[config.mk]
export PLATFORM = sky130hd
export DESIGN_NAME = viterbi_decoder_rate_half_core
export DESIGN_NICKNAME = d
export VERILOG_FILES = /design/src/design/vdrh_pkg.sv /design/src/design/viterbi_decoder_rate_half_core.sv
export SDC_FILE = /design/constraint.sdc
export NUM_CORES = 2
export LEC_CHECK = 0
export BUFFER_PORTS_ARGS = -buffer_cell sky130_fd_sc_hd__buf_2
export CAP_MARGIN = 40
export CELL_PAD_IN_SITES_DETAIL_PLACEMENT = 0
export CELL_PAD_IN_SITES_GLOBAL_PLACEMENT = 2
export CORE_MARGIN = 2
export CORE_UTILIZATION = 37
export CTS_BUF_LIST = sky130_fd_sc_hd__clkbuf_8
export DETAILED_ROUTE_END_ITERATION = 10
export GPL_ROUTABILITY_DRIVEN = 0
export GPL_TIMING_DRIVEN = 0
export PLACE_DENSITY_LB_ADDON = 0.1
export SLEW_MARGIN = 10
export SYNTH_ARGS = -nofsm -noshare
export SYNTH_HDL_FRONTEND = slang
export SYNTH_SLANG_ARGS = --single-unit
[constraint.sdc]
create_clock -name clk -period 19.4 [get_ports clk]
set_clock_uncertainty 0.15 [all_clocks]
set_input_delay 2.91 -clock clk [delete_from_list [all_inputs] [get_ports clk]]
set_output_delay 2.91 -clock clk [all_outputs]
set_load 0.03 [all_outputs]
[src/design/vdrh_pkg.sv]
// ----------------------------------------------------------------------------
// vdrh_pkg
// Types, register codes and helper functions of the rate-1/2 Viterbi decoder.
// ----------------------------------------------------------------------------
package vdrh_pkg;

  localparam int METRIC_W   = 24;
  localparam int BM_W       = 16;
  localparam int COST_W     = METRIC_W + 1;
  localparam int POLY_W     = 5;
  localparam int DELAY_W    = 6;
  localparam int BEST_W     = 4;
  localparam int CFG_IDX_W  = 8;
  localparam int CFG_DATA_W = 8;

  localparam logic [METRIC_W-1:0] METRIC_MAX  = '1;
  localparam logic [METRIC_W-1:0] METRIC_INIT = 24'd10000;

  typedef enum logic [CFG_IDX_W-1:0] {
    CFG_POLY_A    = 8'd0,
    CFG_POLY_B    = 8'd1,
    CFG_OUT_DELAY = 8'd2,
    CFG_INVERT    = 8'd3
  } cfg_reg_t;

  typedef struct packed {
    logic [BM_W-1:0] metric_sym0;
    logic [BM_W-1:0] metric_sym1;
    logic [BM_W-1:0] metric_sym2;
    logic [BM_W-1:0] metric_sym3;
  } in_t;

  typedef struct packed {
    logic              decoded_bit;
    logic [BEST_W-1:0] best_state_index;
  } out_t;

  // expected code symbol of a branch: {parity(poly_a & br), parity(poly_b & br)}
  function automatic logic [1:0] branch_sym(logic [POLY_W-1:0] pa, logic [POLY_W-1:0] pb,
                                            logic [7:0] br);
    logic [7:0] ma;
    logic [7:0] mb;
    ma = {3'b000, pa} & br;
    mb = {3'b000, pb} & br;
    return {^ma, ^mb};
  endfunction

  function automatic logic [BM_W-1:0] sym_metric(in_t d, logic [1:0] sym);
    logic [BM_W-1:0] m;
    unique case (sym)
      2'd0:    m = d.metric_sym0;
      2'd1:    m = d.metric_sym1;
      2'd2:    m = d.metric_sym2;
      default: m = d.metric_sym3;
    endcase
    return m;
  endfunction

endpackage

[src/design/viterbi_decoder_rate_half_core.sv]
// ----------------------------------------------------------------------------
// viterbi_decoder_rate_half_core
// Rate-1/2 Viterbi decoder; path metrics and histories in ping-pong memories.
// ----------------------------------------------------------------------------
//  channel | ports                              | transaction
//  --------+------------------------------------+-------------------------------
//  in      | in_valid, in_ready, in_data        | four branch metrics
//  out     | out_valid, out_ready, out_data     | decoded bit, best state index
//  cfg     | cfg_valid, cfg_ready, cfg_index,   | one register write
//          | cfg_data                           |
//
//  An item runs a min pass reading one state per cycle, then an update pass of one
//  state per cycle through a two-stage add/compare-select pipe, which reads both
//  predecessor rows of each state through the two read ports of the metric memory.
//  Reset is synchronous; the first item after reset reads reset metrics by a flag,
//  no clearing pass. in_ready is high in idle, also while a result waits on out.
//  cfg_ready is always high.
// ----------------------------------------------------------------------------
module viterbi_decoder_rate_half_core #(
  parameter int CONSTRAINT_BITS = 5,
  parameter int HISTORY_BITS    = 64
) (
  input  logic                             clk,
  input  logic                             rst_n,
  input  logic                             in_valid,
  output logic                             in_ready,
  input  vdrh_pkg::in_t                    in_data,
  output logic                             out_valid,
  input  logic                             out_ready,
  output vdrh_pkg::out_t                   out_data,
  input  logic                             cfg_valid,
  output logic                             cfg_ready,
  input  logic [vdrh_pkg::CFG_IDX_W-1:0]   cfg_index,
  input  logic [vdrh_pkg::CFG_DATA_W-1:0]  cfg_data
);
  import vdrh_pkg::*;

  localparam int NS     = 1 << (CONSTRAINT_BITS - 1);
  localparam int SW     = CONSTRAINT_BITS - 1;
  localparam int HALF_S = NS / 2;
  localparam int CNT_W  = SW + 1;
  localparam int HIW    = $clog2(HISTORY_BITS);
  localparam int AW     = SW + 1;

  typedef enum logic [3:0] {
    ST_IDLE = 4'b0001,
    ST_MIN  = 4'b0010,
    ST_UPD  = 4'b0100,
    ST_DONE = 4'b1000
  } state_t;

  // memories
  logic [METRIC_W-1:0]     pm_mem   [2*NS];
  logic [HISTORY_BITS-1:0] hist_mem [2*NS];

  logic [METRIC_W-1:0]     pm_qa_r, pm_qb_r;
  logic [HISTORY_BITS-1:0] hist_qa_r, hist_qb_r;
  logic [SW-1:0]           qidx_a_r;

  logic [AW-1:0]           rd_addr_a, rd_addr_b, wr_addr;
  logic                    wr_en;
  logic [METRIC_W-1:0]     wr_pm;
  logic [HISTORY_BITS-1:0] wr_hist;

  // control
  state_t              state_r, state_nxt;
  logic [CNT_W-1:0]    cnt_r, cnt_nxt;
  logic                a_vld_r, a_vld_nxt;
  logic                b1_vld_r, b1_vld_nxt;
  logic                b2_vld_r, b2_vld_nxt;
  logic                bank_r, bank_nxt;
  logic                fresh_r, fresh_nxt;
  logic [COST_W-1:0]   min_r, min_nxt;
  logic [SW-1:0]       best_r, best_nxt;
  logic                bit_r, bit_nxt;
  logic                out_valid_r, out_valid_nxt;
  logic [POLY_W-1:0]   poly_a_r, poly_a_nxt;
  logic [POLY_W-1:0]   poly_b_r, poly_b_nxt;
  logic [DELAY_W-1:0]  delay_r, delay_nxt;
  logic                invert_r, invert_nxt;

  // payload
  in_t                     in_r;
  logic [SW-1:0]           a_idx_r, b1_j_r, b2_j_r;
  logic [COST_W-1:0]       c0_r, c1_r, c0_nxt, c1_nxt;
  logic [HISTORY_BITS-1:0] h0_r, h1_r, h0_nxt, h1_nxt;
  out_t                    out_r, out_nxt;
  logic                    out_load;

  // datapath
  logic [SW-1:0]           p0, p1;
  logic [METRIC_W-1:0]     pm_a_val, pm_b_val;
  logic [HISTORY_BITS-1:0] hist_a_val, hist_b_val;
  logic [CONSTRAINT_BITS-1:0] br_0, br_1;
  logic [COST_W-1:0]       cost_0, cost_1, min_step;
  logic [SW-1:0]           best_step;
  logic                    take_hi;
  logic [COST_W-1:0]       c_pick, c_diff;
  logic [HISTORY_BITS-1:0] h_pick, hist_new;
  logic                    delay_ok, sel_bit;
  logic [7:0]              best_ext;

  assign in_ready  = (state_r == ST_IDLE);
  assign cfg_ready = 1'b1;
  assign out_valid = out_valid_r;
  assign out_data  = out_r;

  assign p0 = cnt_r[SW-1:0] >> 1;
  assign p1 = p0 | SW'(HALF_S);

  assign rd_addr_a = (state_r == ST_MIN) ? {bank_r, cnt_r[SW-1:0]} : {bank_r, p0};
  assign rd_addr_b = {bank_r, p1};

  always_ff @(posedge clk) begin
    if (wr_en) begin
      pm_mem[wr_addr]   <= wr_pm;
      hist_mem[wr_addr] <= wr_hist;
    end
    pm_qa_r   <= pm_mem[rd_addr_a];
    pm_qb_r   <= pm_mem[rd_addr_b];
    hist_qa_r <= hist_mem[rd_addr_a];
    hist_qb_r <= hist_mem[rd_addr_b];
    qidx_a_r  <= rd_addr_a[SW-1:0];
  end

  // before the first update, reset values stand in for what the old bank holds
  always_comb begin
    if (fresh_r) begin
      pm_a_val   = (qidx_a_r == '0) ? '0 : METRIC_INIT;
      pm_b_val   = METRIC_INIT;
      hist_a_val = '0;
      hist_b_val = '0;
    end else begin
      pm_a_val   = pm_qa_r;
      pm_b_val   = pm_qb_r;
      hist_a_val = hist_qa_r;
      hist_b_val = hist_qb_r;
    end
  end

  // branch costs: min pass uses {s,0},{s,1}; update pass uses {0,j},{1,j}
  always_comb begin
    if (state_r == ST_MIN) begin
      br_0 = {a_idx_r, 1'b0};
      br_1 = {a_idx_r, 1'b1};
    end else begin
      br_0 = {1'b0, b1_j_r};
      br_1 = {1'b1, b1_j_r};
    end
    cost_0 = COST_W'(pm_a_val)
           + COST_W'(sym_metric(in_r, branch_sym(poly_a_r, poly_b_r, 8'(br_0))));
    cost_1 = ((state_r == ST_MIN) ? COST_W'(pm_a_val) : COST_W'(pm_b_val))
           + COST_W'(sym_metric(in_r, branch_sym(poly_a_r, poly_b_r, 8'(br_1))));
  end

  always_comb begin
    if ((a_idx_r == '0) || (cost_0 < min_r)) begin
      min_step  = cost_0;
      best_step = br_0[SW-1:0];
    end else begin
      min_step  = min_r;
      best_step = best_r;
    end
    if (cost_1 < min_step) begin
      min_step  = cost_1;
      best_step = br_1[SW-1:0];
    end
  end

  // compare-select, normalize, saturate
  always_comb begin
    take_hi  = !(c0_r < c1_r);
    c_pick   = take_hi ? c1_r : c0_r;
    h_pick   = take_hi ? h1_r : h0_r;
    c_diff   = c_pick - min_r;
    hist_new = {h_pick[HISTORY_BITS-2:0], b2_j_r[0]};
    delay_ok = ({1'b0, delay_r} < (DELAY_W+1)'(HISTORY_BITS));
    sel_bit  = delay_ok ? hist_new[delay_r[HIW-1:0]] : 1'b0;
    wr_en    = b2_vld_r;
    wr_addr  = {~bank_r, b2_j_r};
    wr_pm    = c_diff[COST_W-1] ? METRIC_MAX : c_diff[METRIC_W-1:0];
    wr_hist  = hist_new;
  end

  always_comb begin
    state_nxt     = state_r;
    cnt_nxt       = cnt_r;
    a_vld_nxt     = 1'b0;
    b1_vld_nxt    = 1'b0;
    b2_vld_nxt    = b1_vld_r;
    bank_nxt      = bank_r;
    fresh_nxt     = fresh_r;
    min_nxt       = min_r;
    best_nxt      = best_r;
    bit_nxt       = bit_r;
    out_valid_nxt = out_valid_r && !out_ready;
    out_load      = 1'b0;
    poly_a_nxt    = poly_a_r;
    poly_b_nxt    = poly_b_r;
    delay_nxt     = delay_r;
    invert_nxt    = invert_r;
    c0_nxt        = cost_0;
    c1_nxt        = cost_1;
    h0_nxt        = hist_a_val;
    h1_nxt        = hist_b_val;

    if (cfg_valid) begin
      unique case (cfg_reg_t'(cfg_index))
        CFG_POLY_A:    poly_a_nxt = cfg_data[POLY_W-1:0];
        CFG_POLY_B:    poly_b_nxt = cfg_data[POLY_W-1:0];
        CFG_OUT_DELAY: delay_nxt  = cfg_data[DELAY_W-1:0];
        CFG_INVERT:    invert_nxt = cfg_data[0];
        default: ;
      endcase
    end

    if (a_vld_r) begin
      min_nxt  = min_step;
      best_nxt = best_step;
    end

    if (b2_vld_r && (b2_j_r == best_r)) begin
      bit_nxt = sel_bit ^ invert_r;
    end

    unique case (state_r)
      ST_IDLE: begin
        if (in_valid) begin
          cnt_nxt   = '0;
          state_nxt = ST_MIN;
        end
      end
      ST_MIN: begin
        if (cnt_r < CNT_W'(NS)) begin
          a_vld_nxt = 1'b1;
          cnt_nxt   = cnt_r + 1'b1;
        end else begin
          cnt_nxt   = '0;
          state_nxt = ST_UPD;
        end
      end
      ST_UPD: begin
        if (cnt_r < CNT_W'(NS)) begin
          b1_vld_nxt = 1'b1;
          cnt_nxt    = cnt_r + 1'b1;
        end
        if (b2_vld_r && (b2_j_r == SW'(NS - 1))) begin
          bank_nxt  = ~bank_r;
          fresh_nxt = 1'b0;
          state_nxt = ST_DONE;
        end
      end
      ST_DONE: begin
        if (!out_valid_r || out_ready) begin
          out_load      = 1'b1;
          out_valid_nxt = 1'b1;
          state_nxt     = ST_IDLE;
        end
      end
      default: state_nxt = ST_IDLE;
    endcase

    best_ext                 = 8'(best_r);
    out_nxt.decoded_bit      = bit_r;
    out_nxt.best_state_index = best_ext[BEST_W-1:0];
  end

  always_ff @(posedge clk) begin
    if (!rst_n) begin
      state_r     <= ST_IDLE;
      cnt_r       <= '0;
      a_vld_r     <= 1'b0;
      b1_vld_r    <= 1'b0;
      b2_vld_r    <= 1'b0;
      bank_r      <= 1'b0;
      fresh_r     <= 1'b1;
      min_r       <= '0;
      best_r      <= '0;
      bit_r       <= 1'b0;
      out_valid_r <= 1'b0;
      poly_a_r    <= '0;
      poly_b_r    <= '0;
      delay_r     <= '0;
      invert_r    <= 1'b0;
    end else begin
      state_r     <= state_nxt;
      cnt_r       <= cnt_nxt;
      a_vld_r     <= a_vld_nxt;
      b1_vld_r    <= b1_vld_nxt;
      b2_vld_r    <= b2_vld_nxt;
      bank_r      <= bank_nxt;
      fresh_r     <= fresh_nxt;
      min_r       <= min_nxt;
      best_r      <= best_nxt;
      bit_r       <= bit_nxt;
      out_valid_r <= out_valid_nxt;
      poly_a_r    <= poly_a_nxt;
      poly_b_r    <= poly_b_nxt;
      delay_r     <= delay_nxt;
      invert_r    <= invert_nxt;
    end
  end

  always_ff @(posedge clk) begin
    if (in_valid && in_ready) begin
      in_r <= in_data;
    end
    a_idx_r <= cnt_r[SW-1:0];
    b1_j_r  <= cnt_r[SW-1:0];
    b2_j_r  <= b1_j_r;
    c0_r    <= c0_nxt;
    c1_r    <= c1_nxt;
    h0_r    <= h0_nxt;
    h1_r    <= h1_nxt;
    if (out_load) begin
      out_r <= out_nxt;
    end
  end

  // every branch cost seen by the select stage is at or above the pass minimum
  a_cost_above_min: assert property (@(posedge clk) disable iff (!rst_n)
    b2_vld_r |-> ((c0_r >= min_r) && (c1_r >= min_r)))
    else $error("branch cost below minimum");

  a_min_in_min_pass: assert property (@(posedge clk) disable iff (!rst_n)
    a_vld_r |-> (state_r == ST_MIN))
    else $error("min pipe active outside min pass");

  a_write_in_upd: assert property (@(posedge clk) disable iff (!rst_n)
    wr_en |-> (state_r == ST_UPD))
    else $error("memory write outside update pass");

  a_bank_flip: assert property (@(posedge clk) disable iff (!rst_n)
    !$stable(bank_r) |-> ($past(state_r) == ST_UPD) && (state_r == ST_DONE))
    else $error("bank flip outside end of update");

  a_fresh_once: assert property (@(posedge clk) disable iff (!rst_n)
    $rose(fresh_r) |-> 1'b0)
    else $error("reset-metric flag set again");

endmodule

; ---- Yosys cells after proc, flatten, opt, wreduce, memory -nomap -nowiden
; Memories as Yosys holds them, arrays and structs flattened. A register that Yosys moved wholly into a read port is not among the register bits.
; Cells that the tools add are included.
[classes]
mux = 34
addsub = 4
reduce_logical = 29
bitwise = 6
magnitude_cmp = 5
eq_ne = 18
[op_table]
columns = operator, n
row1 = 24-bit two-way mux, 4
row2 = 16-bit case mux with 3 select lines, 2
row3 = 25-bit less-than comparator, 3
row4 = 25-bit two-way mux, 3
row5 = 63-bit two-way mux, 1
row6 = 24-bit by 16-bit adder with 25-bit output, 2
row7 = 8-bit XOR reduction, 4
row8 = 4-bit two-way mux, 7
row9 = 5-bit two-way mux, 5
row10 = 25-bit subtractor, 1
row11 = 5-bit AND, 4
row12 = 8-bit by 2-bit equality test with 1-bit output (second input constant), 2
row13 = 4-bit case mux with 4 select lines, 1
row14 = 2-bit AND reduction, 8
row15 = 5-bit case mux with 3 select lines, 1
row16 = 14-bit two-way mux, 1
row17 = 2-bit != test (second input constant), 5
row18 = 4-bit equality test (second input constant), 2
row19 = 8-bit by 1-bit equality test with 1-bit output (second input constant), 1
row20 = 4-bit logical NOT, 2
row21 = 8-bit logical NOT, 1
row22 = 1-bit two-way mux, 8
row23 = 6-bit by 7-bit less-than comparator with 1-bit output (second input constant), 1
row24 = 1-bit binary-select mux with 6-bit select, 1
row25 = other kinds (18), 26
[word_totals]
regBits = 319
word_cells = 126
mem_bits_rw = 2816
mem_count = 2
[memory_table]
columns = memory, words, word_bits, read_ports, rd_ports_with_merged_regs, wr, line_no
row1 = hist_mem, 32, 64, 2, 2, 1, viterbi_decoder_rate_half_core.sv:54  ; logic [HISTORY_BITS-1:0] hist_mem [2*NS];
row2 = pm_mem, 32, 24, 2, 2, 1, viterbi_decoder_rate_half_core.sv:53  ; logic [METRIC_W-1:0] pm_mem [2*NS];

; ---- Depth between registers and ports, before layout
[logic_depth]
ltp_word = 13
depth_mapped = 44
ltp_nobuf = 39

; ---- Worst setup path after synthesis
; OpenSTA, ideal clock, no wires.
[synth_path]
path_type = reg2reg
start = register state_r[3]
end = register min_r[10]
stages_incl_launch_ff = 43
required_ps = 19122
t_arrival_ps = 9741
slack_ps = 9381
n_path_buf = 6
setup_ps = 128
cell_sequence = dfxtp_1 or4b_2 clkbuf_1 nand2_1 nand2_1 nand2_1 xor2_1 xnor2_1 xnor2_1 clkbuf_1 mux4_2 ha_1 inv_1 fa_1 nor2b_1 o21ai_0 a21bo_2 a211o_1 [... 7 more ...] a31oi_1 clkbuf_1 clkbuf_1 mux2i_1 ha_1 a21o_1 a21oi_1 nor2b_1 o21ai_0 nand2b_1 a2111oi_0 a21oi_1 a311o_1 clkbuf_1 clkbuf_1 mux2i_1 mux2i_1 nor2_1
[synth_between]
elab_chain_len = 12
word_cells_on_any_way = 27
[synth_rtl]
columns = element, line_no
row1 = from (decl), viterbi_decoder_rate_half_core.sv:66  ; state_t state_r, state_nxt;
row2 = from (signal assigned), viterbi_decoder_rate_half_core.sv:286  ; state_r <= state_nxt;
row3 = 4-bit by 2-bit equality test with 1-bit output (*), viterbi_decoder_rate_half_core.sv:143  ; if (state_r == ST_MIN) begin
row4 = 5-bit two-way mux (*), viterbi_decoder_rate_half_core.sv:143
row5 = "5-bit AND, on equally long branches", "vdrh_pkg.sv:44, vdrh_pkg.sv:43"
row6 = 8-bit XOR reduction, vdrh_pkg.sv:45  ; return {^ma, ^mb};
row7 = 2-bit equality test (tied with other cells), vdrh_pkg.sv:50  ; unique case (sym)
row8 = 16-bit case mux with 3 select lines (*), vdrh_pkg.sv:50
row9 = 24-bit by 16-bit adder with 25-bit output (*), viterbi_decoder_rate_half_core.sv:151  ; + COST_W'(sym_metric(in_r, branch_sym(poly_a_r, poly_b_r, 8'(br_0))));
row10 = via c0_nxt[20], viterbi_decoder_rate_half_core.sv:85  ; logic [COST_W-1:0] c0_r, c1_r, c0_nxt, c1_nxt;
row11 = 25-bit less-than comparator, viterbi_decoder_rate_half_core.sv:157  ; if ((a_idx_r == '0) || (cost_0 < min_r)) begin
row12 = 1-bit logical OR, viterbi_decoder_rate_half_core.sv:157
row13 = 25-bit two-way mux (*), viterbi_decoder_rate_half_core.sv:157
row14 = 25-bit less-than comparator, viterbi_decoder_rate_half_core.sv:164  ; if (cost_1 < min_step) begin
row15 = 25-bit two-way mux (*), viterbi_decoder_rate_half_core.sv:164
row16 = to (signal assigned), viterbi_decoder_rate_half_core.sv:293  ; min_r <= min_nxt;
row17 = to (decl), viterbi_decoder_rate_half_core.sv:73  ; logic [COST_W-1:0] min_r, min_nxt;
; The timed path passes the listed nets; every way through them passes the cells marked *.
; A chain may end at the register's enable or synchronous reset.

; ---- Final worst setup path
[layout_path]
start = register state_r[3]
end = register min_r[18]
; Same word-level chain as after synthesis.

==> results.cfg <==
[synthesis]
synthDominantCellAreaShare_pct = 60.78
post_synth_and_or_nand_nor_area_fraction_pct = 15.40
synth_compound_area_share_pct = 4.995
synth.ff_latch_count = 3277
synth.distinct_cells = 80
synth_top_cells_by_area = edfxtp_1, nand2_1, mux4_2, dfxtp_1, nand3_1
syn-mean-instance-area_um2 = 12.96
synth_area_leader_cell = edfxtp_1
synth-main-ff-cell = edfxtp_1
synth_nets = 11100
yosys_warnings = 0
number_of_flops_mapped_to_enable_cells_by_yosys = 2853
async_reset_ff_share_pct = 0
share_of_synthesized_area_occupied_by_flip_flops_and_latches_pct = 66.80
synth_adder_area_share_pct = 1.197
mappedNetlistArea_um2 = 141000
synth_xor_area_share_pct = 0.4846
synthesized_instance_count = 10880
synth.area.mux_share_pct = 8.782
dominant_combinational_cell_family_by_area_after_synthesis = simple AND/OR/NAND/NOR gates

[cts]
cts_sinks = 3277
cts_made_buffers = 594
clk_pin_slew_ps = 60
clockBufferDepth = 4
post_cts_buffers = 0
tritoncts_clock_tree = yes
cts_resized = 0
htree_levels = 6
cts-root-buf = clkbuf_8
clkLatencyLatePin_ps = 1220
number_of_buffers_added_to_fix_hold_violations_after_cts = 0

[drt]
avgRoutedWirePerCell_um = 32.59
wl_met3_um = 46290
vias_per_cell = 5.725
highest_layer = met5
drt_iter0_drc = 12040
met2_length_um = 266400
via_count = 99900
totalWireLength_um = 568700
met1Wirelength_um = 235300
route.antenna.remaining_nets = 0
detail_route.drc_violations = 0
drt_pre_antenna_iters = 7

[place]
pre_cts_ws_ps = 5869
placement.io_buffers = 89
hpwl_um = 430900

[run]
timing.max_cap.violations = 0

[timing]
timing.final.max_slew_violations = 0
unrepaired_setup_endpoints_after_global_routing = false
setup_viol = 0
slew-limit-headroom_pct = 32.70
worst_slew_pin_slew_ps = 1003
final_period_minus_worst_setup_slack_ps = 13580
final.period_utilization_pct = 70.01
fmax_ghz = 0.07362
setup_tns_ps = 0
finalHoldWorstSlack_ps = 214.0
timing_hold_violations_final = 0
setup_ws_ps = 5817

[floorplanning]
rows = 226
fp.coreArea_um2 = 379200
die_height_um = 621.2
io_pins = 93
die_w_um = 621.2
floorplan.die_area_um2 = 385900
floorplan.initialDensity_pct = 37.17

[layout]
utilization_pct = 43.72
most-common-layout-cells = nand2_1, edfxtp_1, nand3_1, clkbuf_8, clkbuf_1
design.final.nets = 12150
leading_cell_type_in_the_layout_fill_and_taps_excluded = nand2_1
area_delta_synth_final_pct = 17.60
n_fill_cell = 34900
drive_gt1_share_pct = 15.30

[power_and_ir_drop]
p_clk_share_pct = 40.9
p_per_area_nw_per_um2 = 90.81
static-leakage-power_nw = 59.72
vdd_ir_drop_max_uv = 66.84
p_int_w = 0.01133
power.sequential.fraction_pct = 52.8
report.power.total_w = 0.01505
p_sw_w = 0.003727
power_switching_share_pct = 24.76
comb_power_share_pct = 6.3

[setup_path]
start_kind = flop
path_class = reg2reg
critical_path.n_buffers_inverters = 10
crit_arrival_ps = 14460
worstSetupEndpointType = flop
worstPathMaxFanout = 10
reg2reg_slack_ps = 5820
timing.critical_path.required_ps = 20280
slowest_stage = clkbuf_1
critical-path-top-delay-family = compound AO/OA/AOI/OAI gates
worst_path_largest_cell_delay_ps = 690

[run_status]
result_of_the_run = complete, no violations

[grt]
antenna_violations_before_repair = 74
wire_length_of_the_first_global_routing_pass_um = 783300
gr-total-overflow = 0
first_global_vias = 98680
maximum_number_of_pins_on_one_net_before_global_route_repair = 64
groute.usage.overall_pct = 28.77

[worst_hold_path]
min-delay-path-class = reg2reg
==> synthesized netlist by cell type, types with 33 or more instances <==
| cell type | n |
|---|---|
| xor2_1 | 33 |
| a311oi_1 | 438 |
| a21oi_1 | 92 |
| a21o_1 | 117 |
| edfxtp_1 | 2853 |
| and3_1 | 186 |
| a31oi_1 | 102 |
| nand2_1 | 2938 |
| dfxtp_1 | 424 |
| nor2_1 | 134 |
| xnor2_1 | 45 |
| clkbuf_1 | 682 |
| nor2b_1 | 151 |
| nand3_1 | 1419 |
| o21ai_0 | 69 |
| inv_1 | 87 |
| buf_1 | 81 |
| mux2i_1 | 75 |
| mux4_2 | 484 |
| mux2_2 | 60 |
| ha_1 | 130 |
==> flip-flops by register name, summed over array words and instances (netlist names), 4 cells and up <==
name	flops
poly_b_r	5
best_r	4
hist_mem	2016
state_r	4
pm_qb_r	24
poly_a_r	5
in_r	64
min_r	25
b2_j_r	4
out_data	5
hist_qb_r	63
hist_qa_r	63
h1_r	63
qidx_a_r	4
b1_j_r	4
pm_qa_r	24
c0_r	25
h0_r	63
delay_r	6
cnt_r	5
c1_r	25
pm_mem	768
==> logic make-up after synthesis <==
family | count (synthesis)
mux | 621
buf+inv | 869
compound gates | 924
fa+ha+maj | 133
flops | 3277
xor+xnor | 78
other cells | 1
simple gates | 4974
==> power by group through the flow <==
stage	sequential (W)	combinational (W)	clock (W)
final	0.00795	0.000953	0.00615
after global routing	0.00795	0.00102	0.00656
after CTS	0.00795	0.000953	0.00627
after detailed placement	0.00809	0.000948	0
after global placement	0.00812	0.000786	0
after floorplan	0.00810	0.000422	0
==> routing by layer <==
metal  global-route usage, %  up-vias
met5                       0        -
met4                   10.26       10
met3                   5.157      842
met2                   46.41     4561
met1                   38.95    51550
li1                        -    42940
==> worst register-to-register path, delay by kind of cell, from the launching register on <==
kind,cells,cell delay [ps]
xor+xnor,3,820
buf+inv,10,3350
mux,2,770
flops,1,350
compound gates,16,4600
simple gates,10,2200
fa+ha+maj,4,1150
==> layout make-up <==
class / instances / area (µm²) / area share, %
Antenna cell: 37 / 92.59 / 0.05585
Buffer: 779 / 3089 / 1.864
Clock buffer: 634 / 8726 / 5.264
Clock inverter: 424 / 2193 / 1.323
Inverter: 90 / 337.8 / 0.2038
Multi-Input combinational cell: 6731 / 43830 / 26.44
Sequential cell: 3277 / 94160 / 56.80
Tap cell: 5016 / 6276 / 3.786
Timing Repair Buffer: 461 / 7072 / 4.266
==> worst paths after layout <==
kind,end,depth (start not counted),startpoint
max,min_r[18]$_SDFFE_PN0P_,45,state_r[3]$_SDFFE_PN0P_
min,b1_j_r[3]$_DFF_P_,0,cnt_r[3]$_SDFFE_PN0P_
max reg2reg,min_r[18]$_SDFFE_PN0P_,45,state_r[3]$_SDFFE_PN0P_
min reg2reg,b1_j_r[3]$_DFF_P_,0,cnt_r[3]$_SDFFE_PN0P_
==> per-stage QoR <==
stage | cells | area [µm²]
6_report | 17450 | 165800
4_1_cts | 17400 | 165500
2_1_floorplan | 10880 | 141000
3_5_place_dp | 16340 | 154600
3_3_place_gp | 15980 | 147700
5_1_grt | 17420 | 165700
Power figures use the tool's default switching activity.
